--- src/hw/rtl/pmi2c_pkg.sv ---
`timescale 1ns / 1ps
`default_nettype none
// ----------------------------------------------------------------------------
// pmi2c_pkg
// Shared types and constants for the power monitor register slave core.
// ----------------------------------------------------------------------------
package pmi2c_pkg;

  // command codes
  localparam logic [1:0] CMD_START_WR = 2'd0;
  localparam logic [1:0] CMD_START_RD = 2'd1;
  localparam logic [1:0] CMD_WR_BYTE  = 2'd2;
  localparam logic [1:0] CMD_RD_BYTE  = 2'd3;

  // register pointers
  localparam logic [7:0] PTR_CONFIG = 8'h00;
  localparam logic [7:0] PTR_SHUNT  = 8'h01;
  localparam logic [7:0] PTR_BUS    = 8'h02;
  localparam logic [7:0] PTR_CALIB  = 8'h05;

  localparam logic [15:0] SOFT_RESET_WORD = 16'h8000;
  localparam logic [15:0] RAW_POS_MAX     = 16'h7FFF;
  localparam logic [15:0] RAW_NEG_MIN     = 16'h8000;

  // scaled numerator limit: 5 * 32768, quotient saturates at or above it
  localparam logic [18:0] NUM_SAT_LIMIT = 19'd163840;
  // bus millivolts at which 4/5 scaling saturates
  localparam logic [15:0] BUS_MV_LIMIT  = 16'd40960;

  // divide by 5 as multiply by ceil(2^20 / 5), exact for numerators below 2^18
  localparam logic [17:0] DIV5_RECIP = 18'd209716;
  localparam int          DIV5_SHIFT = 20;

  typedef struct packed {
    logic [1:0]         command;
    logic [7:0]         write_byte;
    logic [15:0]        bus_millivolts;
    logic signed [17:0] shunt_microvolts;
  } item_t;

  typedef struct packed {
    logic       ack;
    logic [7:0] read_byte;
  } result_t;

endpackage : pmi2c_pkg
`default_nettype wire

--- src/hw/rtl/pmi2c_scale.sv ---
`timescale 1ns / 1ps
`default_nettype none
// ----------------------------------------------------------------------------
// pmi2c_scale
// Converts shunt microvolts (x2/5, signed, saturated) or bus millivolts
// (x4/5, saturated at 0x7FFF) to a 16-bit raw register value. One shared
// divide-by-five multiplier serves both conversions.
// ----------------------------------------------------------------------------
module pmi2c_scale (
  input  wire logic        sel_bus,
  input  wire logic [15:0] bus_millivolts,
  input  wire logic [17:0] shunt_microvolts,
  output logic      [15:0] raw
);
  import pmi2c_pkg::*;

  logic        neg;
  logic [17:0] mag;
  logic [18:0] num_shunt;
  logic [18:0] num_bus;
  logic [18:0] num;
  logic [35:0] prod;
  logic [14:0] quot;
  logic        sat_shunt;
  logic        sat_bus;

  always_comb begin
    neg       = shunt_microvolts[17];
    mag       = neg ? (~shunt_microvolts + 18'd1) : shunt_microvolts;
    num_shunt = {mag, 1'b0};
    num_bus   = {1'b0, bus_millivolts, 2'b00};
    sat_shunt = (num_shunt >= NUM_SAT_LIMIT);
    sat_bus   = (bus_millivolts >= BUS_MV_LIMIT);
    num       = sel_bus ? num_bus : num_shunt;
    prod      = num[17:0] * DIV5_RECIP;
    quot      = prod[DIV5_SHIFT +: 15];

    if (sel_bus) begin
      raw = sat_bus ? RAW_POS_MAX : {1'b0, quot};
    end else if (sat_shunt) begin
      raw = neg ? RAW_NEG_MIN : RAW_POS_MAX;
    end else if (neg) begin
      raw = ~{1'b0, quot} + 16'd1;
    end else begin
      raw = {1'b0, quot};
    end
  end

endmodule : pmi2c_scale
`default_nettype wire

--- src/hw/rtl/pmi2c_exec.sv ---
`timescale 1ns / 1ps
`default_nettype none
// ----------------------------------------------------------------------------
// pmi2c_exec
// Register file and transaction sequencer. Executes one registered command
// per cycle while the output is not stalled, updates pointer, write phase
// and registers, and holds the result in the output register.
// ----------------------------------------------------------------------------
module pmi2c_exec (
  input  wire logic              clk,
  input  wire logic              rst_n,
  input  wire logic              item_valid,
  input  wire pmi2c_pkg::item_t  item,
  input  wire logic              fail_mode,
  input  wire logic              out_tready,
  output logic                   item_take,
  output logic                   out_valid,
  output pmi2c_pkg::result_t     result
);
  import pmi2c_pkg::*;

  localparam logic [1:0] PH_IDLE = 2'd0;
  localparam logic [1:0] PH_PTR  = 2'd1;
  localparam logic [1:0] PH_HIGH = 2'd2;
  localparam logic [1:0] PH_LOW  = 2'd3;

  logic [7:0]  pointer_r,    pointer_nxt;
  logic [1:0]  phase_r,      phase_nxt;
  logic [7:0]  held_high_r,  held_high_nxt;
  logic [15:0] config_r,     config_nxt;
  logic [15:0] calib_r,      calib_nxt;
  logic [15:0] latch_r,      latch_nxt;
  logic        low_next_r,   low_next_nxt;
  logic        out_valid_r;
  result_t     result_r,     result_nxt;

  logic        adv;
  logic        step;
  logic [15:0] raw;
  logic [15:0] word;

  pmi2c_scale u_scale (
    .sel_bus          (pointer_r == PTR_BUS),
    .bus_millivolts   (item.bus_millivolts),
    .shunt_microvolts (item.shunt_microvolts),
    .raw              (raw)
  );

  assign adv       = !out_valid_r || out_tready;
  assign step      = item_valid && adv;
  assign item_take = adv;
  assign out_valid = out_valid_r;
  assign result    = result_r;

  always_comb begin
    pointer_nxt   = pointer_r;
    phase_nxt     = phase_r;
    held_high_nxt = held_high_r;
    config_nxt    = config_r;
    calib_nxt     = calib_r;
    latch_nxt     = latch_r;
    low_next_nxt  = low_next_r;
    result_nxt    = '{ack: 1'b1, read_byte: 8'd0};
    word          = {held_high_r, item.write_byte};

    case (item.command)
      CMD_START_WR, CMD_START_RD: begin
        if (fail_mode) begin
          result_nxt.ack = 1'b0;
        end else if (item.command == CMD_START_WR) begin
          phase_nxt = PH_PTR;
        end else begin
          low_next_nxt = 1'b0;
          case (pointer_r)
            PTR_CONFIG:         latch_nxt = config_r;
            PTR_SHUNT, PTR_BUS: latch_nxt = raw;
            PTR_CALIB:          latch_nxt = calib_r;
            default:            latch_nxt = 16'd0;
          endcase
        end
      end
      CMD_WR_BYTE: begin
        case (phase_r)
          PH_PTR: begin
            pointer_nxt = item.write_byte;
            phase_nxt   = PH_HIGH;
          end
          PH_HIGH: begin
            held_high_nxt = item.write_byte;
            phase_nxt     = PH_LOW;
          end
          PH_LOW: begin
            if (pointer_r == PTR_CONFIG) begin
              config_nxt = word;
              if (word == SOFT_RESET_WORD) begin
                calib_nxt = 16'd0;
              end
            end else if (pointer_r == PTR_CALIB) begin
              calib_nxt = word;
            end
            phase_nxt = PH_PTR;
          end
          default: ;
        endcase
      end
      default: begin
        result_nxt.read_byte = low_next_r ? latch_r[7:0] : latch_r[15:8];
        low_next_nxt         = 1'b1;
      end
    endcase
  end

  always_ff @(posedge clk) begin
    if (!rst_n) begin
      pointer_r   <= 8'd0;
      phase_r     <= PH_IDLE;
      held_high_r <= 8'd0;
      config_r    <= 16'd0;
      calib_r     <= 16'd0;
      latch_r     <= 16'd0;
      low_next_r  <= 1'b0;
      out_valid_r <= 1'b0;
    end else begin
      if (step) begin
        pointer_r   <= pointer_nxt;
        phase_r     <= phase_nxt;
        held_high_r <= held_high_nxt;
        config_r    <= config_nxt;
        calib_r     <= calib_nxt;
        latch_r     <= latch_nxt;
        low_next_r  <= low_next_nxt;
      end
      if (adv) begin
        out_valid_r <= item_valid;
      end
    end
  end

  always_ff @(posedge clk) begin
    if (step) begin
      result_r <= result_nxt;
    end
  end

  a_phase_no_idle_return: assert property (@(posedge clk) disable iff (!rst_n)
    (phase_r != PH_IDLE) |=> (phase_r != PH_IDLE))
    else $error("write phase returned to idle");

  a_read_sets_low: assert property (@(posedge clk) disable iff (!rst_n)
    (step && item.command == CMD_RD_BYTE) |=> low_next_r)
    else $error("read byte did not advance to low byte");

  a_nak_no_data: assert property (@(posedge clk) disable iff (!rst_n)
    (out_valid_r && !result_r.ack) |-> (result_r.read_byte == 8'd0))
    else $error("nak result carries data");

  a_fail_start_hold: assert property (@(posedge clk) disable iff (!rst_n)
    (step && fail_mode && item.command != CMD_WR_BYTE && item.command != CMD_RD_BYTE)
    |=> ($stable(phase_r) && $stable(latch_r) && $stable(low_next_r)))
    else $error("nak start changed state");

  a_soft_reset_calib: assert property (@(posedge clk) disable iff (!rst_n)
    (step && item.command == CMD_WR_BYTE && phase_r == PH_LOW && pointer_r == PTR_CONFIG
     && word == SOFT_RESET_WORD) |=> (calib_r == 16'd0))
    else $error("soft reset did not clear calibration");

endmodule : pmi2c_exec
`default_nettype wire

--- src/hw/rtl/power_monitor_i2c_registers_core.sv ---
`timescale 1ns / 1ps
`default_nettype none
// ----------------------------------------------------------------------------
// power_monitor_i2c_registers_core
// Byte-level register side of a current and voltage monitor on a two-wire bus.
//
// in_*  : one bus event per transfer (start write, start read, write byte,
//         read byte) plus the present bus and shunt measurements.
// out_* : one result per input transfer: ack flag and returned read byte.
// cfg_* : fail mode bit, always ready; to be written only while the core is idle,
//         the core itself does not enforce this.
// An input transfer passes the input register, then execute into the result register.
// Throughput: one transfer per cycle while out_tready does not stall the result,
// set by the register update and the one divide-by-five multiplier in the scaling unit.
// Reset clears pointer, write phase, all registers, fail mode and both
// pipeline valid flags. When out_tready is low the result and the item in
// the input register hold; in_tready drops only once both stages are full.
// ----------------------------------------------------------------------------
module power_monitor_i2c_registers_core (
  input  wire logic        clk,
  input  wire logic        rst_n,
  input  wire logic        in_tvalid,
  output logic             in_tready,
  input  wire logic [47:0] in_tdata,   // write_byte, bus_millivolts, shunt_microvolts, pad
  input  wire logic [1:0]  in_tuser,   // command
  output logic             out_tvalid,
  input  wire logic        out_tready,
  output logic      [15:0] out_tdata,  // ack, read_byte, pad
  input  wire logic        cfg_valid,
  output logic             cfg_ready,
  input  wire logic        cfg_data    // fail_mode
);
  import pmi2c_pkg::*;

  logic    in_valid_r;
  item_t   item_r;
  logic    fail_mode_r;
  logic    item_take;
  result_t result;

  assign in_tready = !in_valid_r || item_take;
  assign cfg_ready = 1'b1;

  always_ff @(posedge clk) begin
    if (!rst_n) begin
      in_valid_r  <= 1'b0;
      fail_mode_r <= 1'b0;
    end else begin
      if (in_tready) begin
        in_valid_r <= in_tvalid;
      end
      if (cfg_valid) begin
        fail_mode_r <= cfg_data;
      end
    end
  end

  always_ff @(posedge clk) begin
    if (in_tvalid && in_tready) begin
      item_r.command          <= in_tuser;
      item_r.write_byte       <= in_tdata[7:0];
      item_r.bus_millivolts   <= in_tdata[23:8];
      item_r.shunt_microvolts <= in_tdata[41:24];
    end
  end

  pmi2c_exec u_exec (
    .clk        (clk),
    .rst_n      (rst_n),
    .item_valid (in_valid_r),
    .item       (item_r),
    .fail_mode  (fail_mode_r),
    .out_tready (out_tready),
    .item_take  (item_take),
    .out_valid  (out_tvalid),
    .result     (result)
  );

  assign out_tdata = {7'd0, result.read_byte, result.ack};

endmodule : power_monitor_i2c_registers_core
`default_nettype wire
--- config.mk ---
export PLATFORM = sky130hd
export DESIGN_NAME = power_monitor_i2c_registers_core
export DESIGN_NICKNAME = d
export VERILOG_FILES = /design/src/hw/rtl/pmi2c_pkg.sv /design/src/hw/rtl/pmi2c_scale.sv /design/src/hw/rtl/pmi2c_exec.sv /design/src/hw/rtl/power_monitor_i2c_registers_core.sv
export SDC_FILE = /design/constraint.sdc
export NUM_CORES = 1
export LEC_CHECK = 0
export ABC_AREA = 1
export ABC_CLOCK_PERIOD_IN_PS = 7200
export CAP_MARGIN = 10
export CORE_ASPECT_RATIO = 1.25
export CORE_MARGIN = 1.5
export CORE_UTILIZATION = 25
export CTS_CLUSTER_SIZE = 16
export DETAILED_ROUTE_END_ITERATION = 10
export DONT_BUFFER_PORTS = 1
export GPL_TIMING_DRIVEN = 0
export REMOVE_ABC_BUFFERS = 1
export SETUP_SLACK_MARGIN = 0.4
export SKIP_LAST_GASP = 1
export SYNTH_ARGS = -nofsm -noshare
export SYNTH_HDL_FRONTEND = slang
export SYNTH_SLANG_ARGS = --single-unit
--- constraint.sdc ---
create_clock -name clk -period 7.2 [get_ports clk]
set_clock_uncertainty 0.15 [all_clocks]
set_input_delay 1.08 -clock clk [delete_from_list [all_inputs] [get_ports clk]]
set_output_delay 1.08 -clock clk [all_outputs]
set_load 0.01 [all_outputs]
After elaboration in Yosys (flattened, before gate mapping)

Cells that the tools add are included.

Output and inout bits: 19
Bits in registers: 123
Input port bits: 56
Word-level logic and storage cells: 80

Magnitude comparators: 2
$mul: 1
Add/sub/neg operators: 2
Bitwise logic cells: 5
Mux-type cells: 20
Reduce and logical (&&, ||, !) cells: 20
Eq/ne operators: 14

Operators with widths:

| cell                   | count |
|---|---|
| $mux 16                | 7 |
| $pmux 16 s3            | 1 |
| $mux 18                | 2 |
| $mul 18x16->33 const B | 1 |
| $ge 19x18->1 const B   | 1 |
| $add 18x1->18 const B  | 1 |
| $not 18->18            | 1 |
| $add 16x1->16 const B  | 1 |
| $eq 16x16->1 const B   | 1 |
| $ge 16x16->1 const B   | 1 |
| $not 15->16            | 1 |
| $mux 15                | 1 |
| $reduce_and 4->1       | 3 |
| $reduce_and 5->1       | 2 |
| $eq 8x1->1 const B     | 1 |
| $eq 8x2->1 const B     | 1 |
| $eq 8x3->1 const B     | 1 |
| $logic_not 8->1        | 1 |
| $mux 8                 | 1 |
| $eq 2x2->1 const B     | 3 |
| $ne 2x2->1 const B     | 3 |
| $pmux 2 s3             | 1 |
| $reduce_and 3->1       | 2 |
| $eq 2x1->1 const B     | 2 |
| 14 further kinds       | 24 |

Longest topological paths before layout

Word-level depth: 11
Gate-level depth with buffers: 43
Depth with buffers taken out: 43

Modules after synthesis

A second synthesis with hierarchy kept.

Cell total of the unflattened synthesis: 1507
Area total of the unflattened synthesis: 11629.9 µm²

Modules (own cells, without submodules):

| module                           | cells an instance | area each (µm²) | sequential area each (µm²) | instances |
|---|---|---|---|---|
| pmi2c_scale                      | 991               | 6797.8          | 0.0                        | 1 |
| pmi2c_exec                       | 450               | 3355.7          | 1631.6                     | 1 |
| power_monitor_i2c_registers_core | 66                | 1476.4          | 1361.3                     | 1 |

Least setup slack after synthesis

Ideal clock, no wire load.

Path type: flip-flop to flip-flop
Start point: register item_r[0] (netlist name)
End point: register u_exec.latch_r[12]
Arrival time: 6894 ps
Period minus slack after synthesis: 7156 ps
Data required time: 6938 ps
Setup time: 112 ps
Buffers on the path: 0
Slack: 44 ps
Stages on the path, launching flop included: 39
Cells stage by stage: edfxtp_1 inv_1 ha_1 nand3_1 nor2_1 nand2_1 o21ai_2 nand2_1 xnor2_2 o21ai_0 ha_1 ha_1 inv_1 fa_1 inv_1 fa_1 fa_1 inv_1 (+3 left out) a21oi_1 a21boi_0 o21ai_1 inv_2 nand3b_1 nand2_2 ha_1 inv_1 nor2_4 nand2_1 nor2_4 nand3_1 nand4_1 nand3_1 nand2_1 nand2_1 nand2_1 nand2_1

Word-level cells in the longest chain between the ends: 11
Elaborated cells between the ends (all ways): 13
Those cells by class: 2 x add/sub; 1 x mul; 1 x order compare; 7 x mux; 2 x bitwise

Ends and longest elaborated chain:

| item                 | line              | RTL |
|---|---|---|
| $not 18->18          | pmi2c_scale.sv:29 | `mag = neg ? (~shunt_microvolts + 18'd1) : shunt_microvolts;` |
| $add 18x1->18        | pmi2c_scale.sv:29 |  |
| $mux 18 (*)          | pmi2c_scale.sv:29 |  |
| $mux 18              | pmi2c_scale.sv:34 | `num = sel_bus ? num_bus : num_shunt;` |
| $mul 18x16->33       | pmi2c_scale.sv:35 | `prod = num[17:0] * DIV5_RECIP;` |
| $not 15->16          | pmi2c_scale.sv:43 | `raw = ~{1'b0, quot} + 16'd1;` |
| $add 16x1->16        | pmi2c_scale.sv:43 |  |
| $mux 16              | pmi2c_scale.sv:42 | `end else if (neg) begin` |
| $mux 16              | pmi2c_scale.sv:40 | `end else if (sat_shunt) begin` |
| $mux 16 (*)          | pmi2c_scale.sv:38 | `if (sel_bus) begin` |
| $pmux 16 s3 (*)      | pmi2c_exec.sv:74  | `case (pointer_r)` |
| to (signal assigned) | pmi2c_exec.sv:130 | `latch_r <= latch_nxt;` |
| to (decl)            | pmi2c_exec.sv:32  | `logic [15:0] latch_r, latch_nxt;` |

Mark *: on every way between the ends. The rest lies on a longest branch, timed or not.
A chain may end at the register's enable or synchronous reset.

Worst setup path in the final report

Start point: register item_r[1] (netlist name)
End point: register u_exec.latch_r[2]

Word-level cells in the longest chain between the ends: 11
Elaborated cells between the ends (all ways): 13
Those cells by class: 2 x add/sub; 1 x mul; 1 x order compare; 7 x mux; 2 x bitwise

Ends and longest elaborated chain:

| item            | line |
|---|---|
| $not 18->18     | pmi2c_scale.sv:29 |
| $add 18x1->18   | pmi2c_scale.sv:29 |
| $mux 18 (*)     | pmi2c_scale.sv:29 |
| $mux 18         | pmi2c_scale.sv:34 |
| $mul 18x16->33  | pmi2c_scale.sv:35 |
| $not 15->16     | pmi2c_scale.sv:43 |
| $add 16x1->16   | pmi2c_scale.sv:43 |
| $mux 16         | pmi2c_scale.sv:42 |
| $mux 16         | pmi2c_scale.sv:40 |
| $mux 16 (*)     | pmi2c_scale.sv:38 |
| $pmux 16 s3 (*) | pmi2c_exec.sv:74 |

Marks and branches as above.

==> impl_metrics.env <==
export IMPL_status="completed"
export IMPL_drtAntennaViolNets=0
export IMPL_gp_congestion=0.888
export IMPL_multi_input_area_um2=8400
export IMPL_cts_made_buffers=17
export IMPL_ys_ff_latch=123
export IMPL_fp_dieH_um=244
export IMPL_worstMarginPinSlew_ns=1.26
export IMPL_synth_distinct_cells=50
export IMPL_period_share_pct=98.1
export IMPL_clock_latency_ns=0.44
export IMPL_slew_violations=0
export IMPL_layout_common_cells="inv_1, nand2_1, ha_1"
export IMPL_synthTopCellsByArea="fa_1, ha_1, edfxtp_1"
export IMPL_syn2layout_area_growth_pct=28.2
export IMPL_crit_path_start_kind="register"
export IMPL_seq_area_um2=2990
export IMPL_vias=9875
export IMPL_antenna_found_initial=0
export IMPL_numPortBuffers=0
export IMPL_fillers=4674
export IMPL_nets=1825
export IMPL_clock_sinks=123
export IMPL_finalWirelength_um=33200
export IMPL_post_drt_wl_per_cell_um=15.4
export IMPL_grt_busiest_layer="met2"
export IMPL_layout_commonest_cell="inv_1"
export IMPL_use_met2_pct=26.2
export IMPL_postLayoutSetupSlackWorst_ns=0.137
export IMPL_syn_area_um2=11600
export IMPL_slowest_stage="fa_1"
export IMPL_drtIter0Drc=506
export IMPL_cts_buffer_depth=2
export IMPL_drive_above_1_share_pct=24.5
export IMPL_rows=88
export IMPL_dp_hpwl_um=24100
export IMPL_vias_per_cell=4.59
export IMPL_dp_slack_ns=-1.43
export IMPL_cts_max_level=4
export IMPL_clk_pin_slew_ns=0.07
export IMPL_clock_fmax_ghz=0.142
export IMPL_crit_path_end_kind="register"
export IMPL_synth_main_ff_cell="dfxtp_1"
export IMPL_crit_fanout=4
export IMPL_drc_errors=0
export IMPL_dieArea_um2=47600
export IMPL_drt_first_pass_iters=5
export IMPL_yosysSeqAreaShare_pct=25.8
export IMPL_grt_overflow_total=0
export IMPL_syn_inst=1470
export IMPL_start_util_pct=25.2
export IMPL_cp_slowest_stage_delay_ns=0.58
export IMPL_hold_viol=0
export IMPL_async_flop_share_pct=0
export IMPL_critical_path_arrival_ns=7.24
export IMPL_cp_required_ns=7.38
export IMPL_grt_max_degree=43
export IMPL_final_cell_count_no_fill=2150
export IMPL_synth_edf_count=53
export IMPL_min_period_ns=7.06
export IMPL_cts_tree="done"
export IMPL_synth_top_area_share_pct=14.9
export IMPL_pin_count=75
export IMPL_core_um2=45900
export IMPL_antenna_cells=0
export IMPL_tns_ns=0
export IMPL_syn_area_per_cell_um2=7.88
export IMPL_holdWs_ns=0.301
export IMPL_hold_class="register to register"
export IMPL_setup_viol=0
export IMPL_yosysWarningCount=0
export IMPL_drv_cap=0
export IMPL_die_width_um=196
export IMPL_grt_pass1_wl_um=52900
export IMPL_clockRootBuffer="clkbuf_16"
export IMPL_grt_use_met1_pct=16.1
export IMPL_use_met3_pct=1.29
export IMPL_rsz0062_at_grt="yes"
export IMPL_worstSetupPathType="register to register"
export IMPL_maxSlewHeadroom_pct=15.2
export IMPL_first_global_vias=10100
export IMPL_dp_cells=2025
export IMPL_cp_common_cell="nand2_1"
export IMPL_globalRouteTotalUtil_pct=14.1
export IMPL_synth_largest_area_cell="fa_1"
[metal layers]
metal	part of all wire, %	wire length, µm
met1	40	13200
met4	4.3	1430
met5	0	0
met2	53	17500
met3	3.0	994
[final cells by class]
type / instances / area share (%)
sequential: 123 / 20.2
inverter: 348 / 8.90
clock buffer: 18 / 3.03
tap: 585 / 4.93
clock inverter: 14 / 0.969
multi-input combinational: 969 / 56.6
timing repair buffer: 93 / 5.42
[cells in the mapped netlist, drive strengths merged (9+ instances only)]
cell type,instances
nand4,15
xor2,16
edfxtp,53
nor3,12
a211oi,17
nand2,264
inv,347
o21ai,102
fa,86
buf,18
xnor2,10
nand3,59
dfxtp,70
ha,131
nor2,111
clkbuf,20
a21oi,82
nand3b,9
[critical path: cells and delay by family, from the launching register on]
family	cells	cell delay, ns
DFF	1	0.43
adders and majority gates	9	3.20
buffers and inverters	11	1.02
AOI/OAI and AO/OA	6	0.85
and+or+nand+nor	13	1.25
[stage by stage]
step / util [%] / instance area [µm²]
floorplan: - / 11400
global placement: 26.4 / 12100
detailed placement: 26.6 / 12200
CTS: 31.2 / 14300
global route: 32.3 / 14800
finish: 32.3 / 14800
[flip-flops by register name, indices dropped and copies added, names as in the netlist, 2 cells and up]
name	count
u_exec.config_r	16
item_r	44
u_exec.calib_r	16
u_exec.held_high_r	8
u_exec.result	9
u_exec.pointer_r	8
u_exec.latch_r	16
u_exec.phase_r	2
[worst paths after layout]
path	from	to	slack (ns)	cells after the start
setup / recovery	item_r[1]$_DFFE_PP_	u_exec.latch_r[2]$_SDFFE_PN0P_	0.14	39
hold reg to reg	u_exec.pointer_r[5]$_SDFFE_PN0P_	u_exec.pointer_r[5]$_SDFFE_PN0P_	0.30	2
setup reg to reg	item_r[1]$_DFFE_PP_	u_exec.latch_r[2]$_SDFFE_PN0P_	0.14	39
hold / removal	u_exec.pointer_r[5]$_SDFFE_PN0P_	u_exec.pointer_r[5]$_SDFFE_PN0P_	0.30	2
[kinds of logic (layout without fill, tap and decap cells)]
group	Yosys count	count (layout)	synth area share, %
buffers and inverters	386	473	12.9
xor gates and xnor gates	26	26	2.26
and+or+nand+nor	480	482	18.4
AOI/OAI and AO/OA	236	236	11.5
adders and majority gates	217	217	29.0
DFF	123	123	25.8
other	2	8	0.0649
[repair_timing]
item                                    4_1_cts  5_1_grt
setup buffers                                66       25
gates resized for setup                     213       92
hold buffers                                  0        0
cloned                                        2        0
pin swaps                                   123       80
endpoints found under the setup margin       16       16
hold endpoints to repair                      0        0
Power is left out: the tool's default activity adds up to more than one toggle a clock period on the data nets, which glitch-free logic cannot reach.
